$ cat src/hw/rtl/nse_pkg.sv
`timescale 1ns / 1ps
package nse_pkg;

    localparam int FRAC_BITS    = 14;
    localparam int CODE_BITS    = 16;
    localparam int CORDIC_STEPS = 18;
    localparam int WORK_BITS    = 30;
    localparam int XY_SHIFT     = 20;
    localparam int ZW_BITS      = WORK_BITS + 2;
    localparam int ROOT_BITS    = WORK_BITS + 1;
    localparam int ANGLE_W      = 40;

    localparam logic [31:0] ANG_ZERO = 32'h0000_0000;
    localparam logic [31:0] ANG_HALF = 32'h8000_0000;
    localparam logic [31:0] ANG_POSQ = 32'h4000_0000;
    localparam logic [31:0] ANG_NEGQ = 32'hC000_0000;

    typedef struct packed {
        logic signed [15:0] norm_x;
        logic signed [15:0] norm_y;
        logic signed [15:0] norm_z;
    } t_nse_in;

    typedef struct packed {
        logic [15:0] polar_code;
        logic [15:0] azimuth_code;
    } t_nse_out;

    function automatic logic [31:0] atan_angle(input int idx);
        logic [31:0] a;
        case (idx)
            0:  a = 32'h20000000;  1: a = 32'h12E4051E;  2: a = 32'h09FB385B;
            3:  a = 32'h051111D4;  4: a = 32'h028B0D43;  5: a = 32'h0145D7E1;
            6:  a = 32'h00A2F61E;  7: a = 32'h00517C55;  8: a = 32'h0028BE53;
            9:  a = 32'h00145F2F; 10: a = 32'h000A2F98; 11: a = 32'h000517CC;
            12: a = 32'h00028BE6; 13: a = 32'h000145F3; 14: a = 32'h0000A2FA;
            15: a = 32'h0000517D; 16: a = 32'h000028BE; 17: a = 32'h0000145F;
            18: a = 32'h00000A30; 19: a = 32'h00000518; 20: a = 32'h0000028C;
            21: a = 32'h00000146; 22: a = 32'h000000A3; 23: a = 32'h00000051;
            24: a = 32'h00000029; 25: a = 32'h00000014; 26: a = 32'h0000000A;
            27: a = 32'h00000005; 28: a = 32'h00000003; 29: a = 32'h00000001;
            30: a = 32'h00000001;
            default: a = 32'h00000000;
        endcase
        return a;
    endfunction

endpackage

$ cat src/hw/rtl/nse_sqrt.sv
`timescale 1ns / 1ps
module nse_sqrt #(
    parameter int N      = nse_pkg::ROOT_BITS,
    parameter int SIDE_W = 8
) (
    input  logic                i_clk,
    input  logic                i_rst_n,
    input  logic                i_valid,
    input  logic [2*N-1:0]      i_value,
    input  logic [SIDE_W-1:0]   i_side,
    output logic                o_valid,
    output logic [N-1:0]        o_root,
    output logic [SIDE_W-1:0]   o_side
);
    import nse_pkg::*;

    logic              r_val  [0:N];
    logic [2*N-1:0]    r_v    [0:N];
    logic [N+1:0]      r_r    [0:N];
    logic [N-1:0]      r_q    [0:N];
    logic [SIDE_W-1:0] r_side [0:N];

    always_comb begin
        r_val[0]  = i_valid;
        r_v[0]    = i_value;
        r_r[0]    = '0;
        r_q[0]    = '0;
        r_side[0] = i_side;
    end

    for (genvar k = 0; k < N; k++) begin : g_step
        logic [N+1:0] n_r;
        logic [N+1:0] n_t;
        logic         n_ge;
        always_comb begin
            n_r  = {r_r[k][N-1:0], r_v[k][2*N-1 -: 2]};
            n_t  = {r_q[k], 2'b01};
            n_ge = (n_r >= n_t);
        end
        always_ff @(posedge i_clk) begin
            if (!i_rst_n) begin
                r_val[k+1] <= 1'b0;
            end else begin
                r_val[k+1] <= r_val[k];
            end
            r_v[k+1]    <= {r_v[k][2*N-3:0], 2'b00};
            r_r[k+1]    <= n_ge ? (n_r - n_t) : n_r;
            r_q[k+1]    <= {r_q[k][N-2:0], n_ge};
            r_side[k+1] <= r_side[k];
        end
    end

    assign o_valid = r_val[N];
    assign o_root  = r_q[N];
    assign o_side  = r_side[N];

endmodule

$ cat config.mk
export PLATFORM = sky130hd
export DESIGN_NAME = nse_sqrt
export DESIGN_NICKNAME = d
export VERILOG_FILES = /design/src/hw/rtl/nse_pkg.sv /design/src/hw/rtl/nse_sqrt.sv
export SDC_FILE = /design/constraint.sdc
export NUM_CORES = 2
export LEC_CHECK = 0
export BUFFER_PORTS_ARGS = -buffer_cell sky130_fd_sc_hd__clkbuf_2
export CAP_MARGIN = 30
export CORE_AREA = 8 8 399 401
export CTS_BUF_LIST = sky130_fd_sc_hd__clkbuf_16
export CTS_CLUSTER_SIZE = 30
export DETAILED_ROUTE_END_ITERATION = 8
export DIE_AREA = 0 0 407 409
export PLACE_DENSITY = 0.75
export SKIP_CTS_REPAIR_TIMING = 1
export SLEW_MARGIN = 20
export SYNTH_ARGS = -nofsm -noshare
export SYNTH_HDL_FRONTEND = slang
export SYNTH_SLANG_ARGS = --single-unit
$ cat constraint.sdc
create_clock -name i_clk -period 9.61 [get_ports i_clk]
set_input_delay 0.4805 -clock i_clk [delete_from_list [all_inputs] [get_ports i_clk]]
set_output_delay 0.4805 -clock i_clk [all_outputs]
set_load 0.05 [all_outputs]
==> run_results.csv <==
group,metric,value,unit
critical_path,setup.worst_path.end_class,"register",
clock_tree,clock_transition_at_the_registers_of_the_reported_paths,60,ps
global_route,grt_antenna_before_repair,2,
placement,place.detailed.instances,10700,
run_status,status,"complete, no violations",
yosys,synth_area_leader_cell,"dfxtp_1",
layout,fin_area,0.1023,mm2
global_route,vias_in_the_first_global_route,59820,
placement,place_area,0.09346,mm2
global_route,grt_usage,21.24,%
sta,unrepaired_setup_endpoints_after_global_routing,"false",
clock_tree,cts.path.max_buffers,3,
global_route,pin_count_of_the_biggest_net_entering_global_routing,58,
critical_path,critPathBufInv,1,
clock_tree,tritoncts,"yes",
sta,finalHoldWorstSlack,174.0,ps
layout,layout.nets,9574,
layout,share_of_the_core_filled_with_cells,66.85,%
layout,final_layout_size_suffix_gt1_share,7.143,%
power_and_ir_drop,switchingPower,7.910,mW
yosys,post_synth.cell_area_avg,10.44,um2
yosys,synthCells,8702,
floorplanning,die_height,409,um
yosys,yosysWarnings,0,
drt,drc,0,
layout,commonest_non_fill_non_tap_cells_in_the_layout,"dfxtp_1, inv_1, nand2_1",
clock_tree,htree_depth,4,
critical_path,critical_path_max_stage_delay,720,ps
clock_tree,insertion_delay,840,ps
min_path,timing.hold.worst.class,"in2reg",
floorplanning,effective_utilization_at_floorplan,59.37,%
critical_path,cp_data_required_time,10360,ps
drt,vias,60360,
critical_path,cp-start-kind,"register",
sta,hold_viol,0,
power_and_ir_drop,power.share.switching,28.54,%
floorplanning,io-pin-count,113,
drt,drt-pass1-iter-count,6,
yosys,post_synthesis_cell_area,0.09081,mm2
power_and_ir_drop,power_density,271.0,mW/mm2
critical_path,peak_fanout_along_the_critical_path,19,
drt,route.detailed.wl_per_inst,16.17,um
power_and_ir_drop,cell_internal_pwr,19.80,mW
layout,fillerInstances,11700,
drt,antenna_violating_nets_post_route,0,
sta,period_share,41.90,%
placement,io_buffer_count,112,
power_and_ir_drop,comb_power_share,16.9,%
placement,preCtsSetupSlack,5736,ps
drt,viasPerCell,5.376,
placement,dp.final_hpwl,132.4,mm
yosys,number_of_synthesized_flops_with_an_enable_pin,0,
yosys,fraction_of_the_yosys_area_taken_by_sequential_cells,57.12,%
critical_path,cpMaxStageDelayCell,"clkinv_1",
floorplanning,num_rows,144,
power_and_ir_drop,max-vdd-ir-drop,0.2489,mV
critical_path,cp.arrival,4780,ps
floorplanning,total_die_area,0.1665,mm2
critical_path,timing.critical_path.cells,"or4_1, or3_1, nor2_1, nand2_1, nor4_1, nor2b_1, clkinv_1, nand4b_1, xnor2_1",
yosys,ys_dominant_reg_cell,"dfxtp_1",
yosys,synth_area_leaders,"dfxtp_1, ha_1, xor2_1",
sta,maxSlewHeadroom,38.13,%
power_and_ir_drop,clkPwrFrac,33.7,%
power_and_ir_drop,pwr-share-seq,49.3,%
power_and_ir_drop,design_power_total,27.71,mW
yosys,ys_seq_elements,2591,
yosys,synth_fp_nets,9303,
sta,report.final.setup_viol,0,
critical_path,critical_path.top_delay_family,"simple AND/OR/NAND/NOR gates",
floorplanning,fp.coreArea,0.1530,mm2
global_route,grt_pass1_wl,296.0,mm
yosys,ys_types,97,
sta,worst_slew_pin_slew,915.1,ps
sta,setup_total_negative_slack,0,ps
floorplanning,die_width,407,um
power_and_ir_drop,p_leak,48.14,nW
sta,timing.final.crit_period,4026,ps
sta,final-max-slew-violation-count,0,
global_route,overflow_left_after_global_routing,0,
clock_tree,cts_num_sinks,2591,
drt,drt-initial-drc-count,3819,
critical_path,critical_path_class,"reg2reg",
yosys,synth_top_area_share,57.12,%
clock_tree,root_buffer,"clkbuf_16",
sta,worst_slack_setup_final,5584,ps
clock_tree,numCtsBuffers,237,
yosys,synth-async-reset-ratio,0,%
layout,final_cell_count_no_fill,11230,
layout,layout_commonest_cell,"dfxtp_1",
layout,area_delta_synth_final,12.61,%
sta,timing.fmax,248.4,MHz
flow_run,max_cap_violations,0,
layout,antenna-diode-count,0,
sta,final_skew,49.54,ps
drt,route.final.wire_length,181.6,mm
critical_path,timing.reg2reg.setup_slack,5580,ps
placement,final_weighted_congestion_of_routability_driven_global_placement,0.8943,
-- Yosys cell counts, types with 102 or more instances --
library cell	number
nor4_1	122
nor2_1	486
xor2_1	393
a21oi_1	495
o21ai_0	441
inv_1	675
or3_1	102
clkbuf_1	142
nand3_1	126
nand2_1	558
ha_1	528
nor3_1	214
o21a_1	104
dfxtp_1	2591
a21o_1	231
xnor2_1	337
-- worst register-to-register path, stage by stage, from the launching register on --
cell,delay (ps)
dfxtp_1,340
or4_1,540
or3_1,370
nor2_1,190
nand2_1,130
nor4_1,500
nor2b_1,680
clkinv_1,720
nand4b_1,330
xnor2_1,150
-- registers in the layout, summed over array words and instances, names as in the netlist --
| signal | count |
|---|---|
| o_root | 31 |
| r_v | 870 |
| o_valid | 1 |
| g_step.n_r | 946 |
| r_side | 240 |
| o_side | 8 |
| r_val | 30 |
| g_step.n_t | 465 |
-- layer usage --
metal  track usage, %  routed length [um]  vias up
li1                 -                   -    30330
met1            25.87               77100    28150
met2            37.75               89980     1446
met3            3.603                8717      435
met4            7.423                5759        2
met5                0                  13        -
-- final timing paths --
path,startpoint,endpoint,cells past startpoint
worst min-delay path,i_rst_n,r_val[29]$_SDFF_PN0_,2
worst max-delay path,g_step[7].n_r[18]$_DFF_P_,g_step[8].n_r[30]$_DFF_P_,9
worst min register to register,r_v[1808]$_DFF_P_,r_v[1748]$_DFF_P_,0
worst max register to register,g_step[7].n_r[18]$_DFF_P_,g_step[8].n_r[30]$_DFF_P_,9
-- power by group through the flow --
stage | logic (mW) | clock network (mW) | registers (mW)
after global placement | 4.50 | 0 | 13.9
after floorplan | 3.67 | 0 | 13.4
after global routing | 5.25 | 10.1 | 13.8
after detailed placement | 4.60 | 0 | 13.9
after CTS | 4.65 | 9.60 | 13.7
final | 4.69 | 9.35 | 13.7
-- cell families after synthesis --
kind of cell | after synthesis | synth area share (%)
other | 1 | 0.004130
multiplexers | 66 | 0.8047
AND/OR/NAND/NOR | 2213 | 12.33
adder cells (fa/ha/maj) | 528 | 7.275
XOR/XNOR | 730 | 7.041
AO/OA/AOI/OAI | 1709 | 11.80
buffers and inverters | 864 | 3.632
flip-flops | 2591 | 57.12
-- area by class of cell --
type / instances / area (um2) / share of cell area [%]
Sequential cell: 2591 / 51870 / 50.72
Multi-Input combinational cell: 5247 / 35730 / 34.94
Clock buffer: 239 / 5981 / 5.849
Tap cell: 2044 / 2557 / 2.501
Inverter: 681 / 2556 / 2.500
Clock inverter: 211 / 2034 / 1.990
Timing Repair Buffer: 215 / 1533 / 1.499
Power figures use the tool's default switching activity.
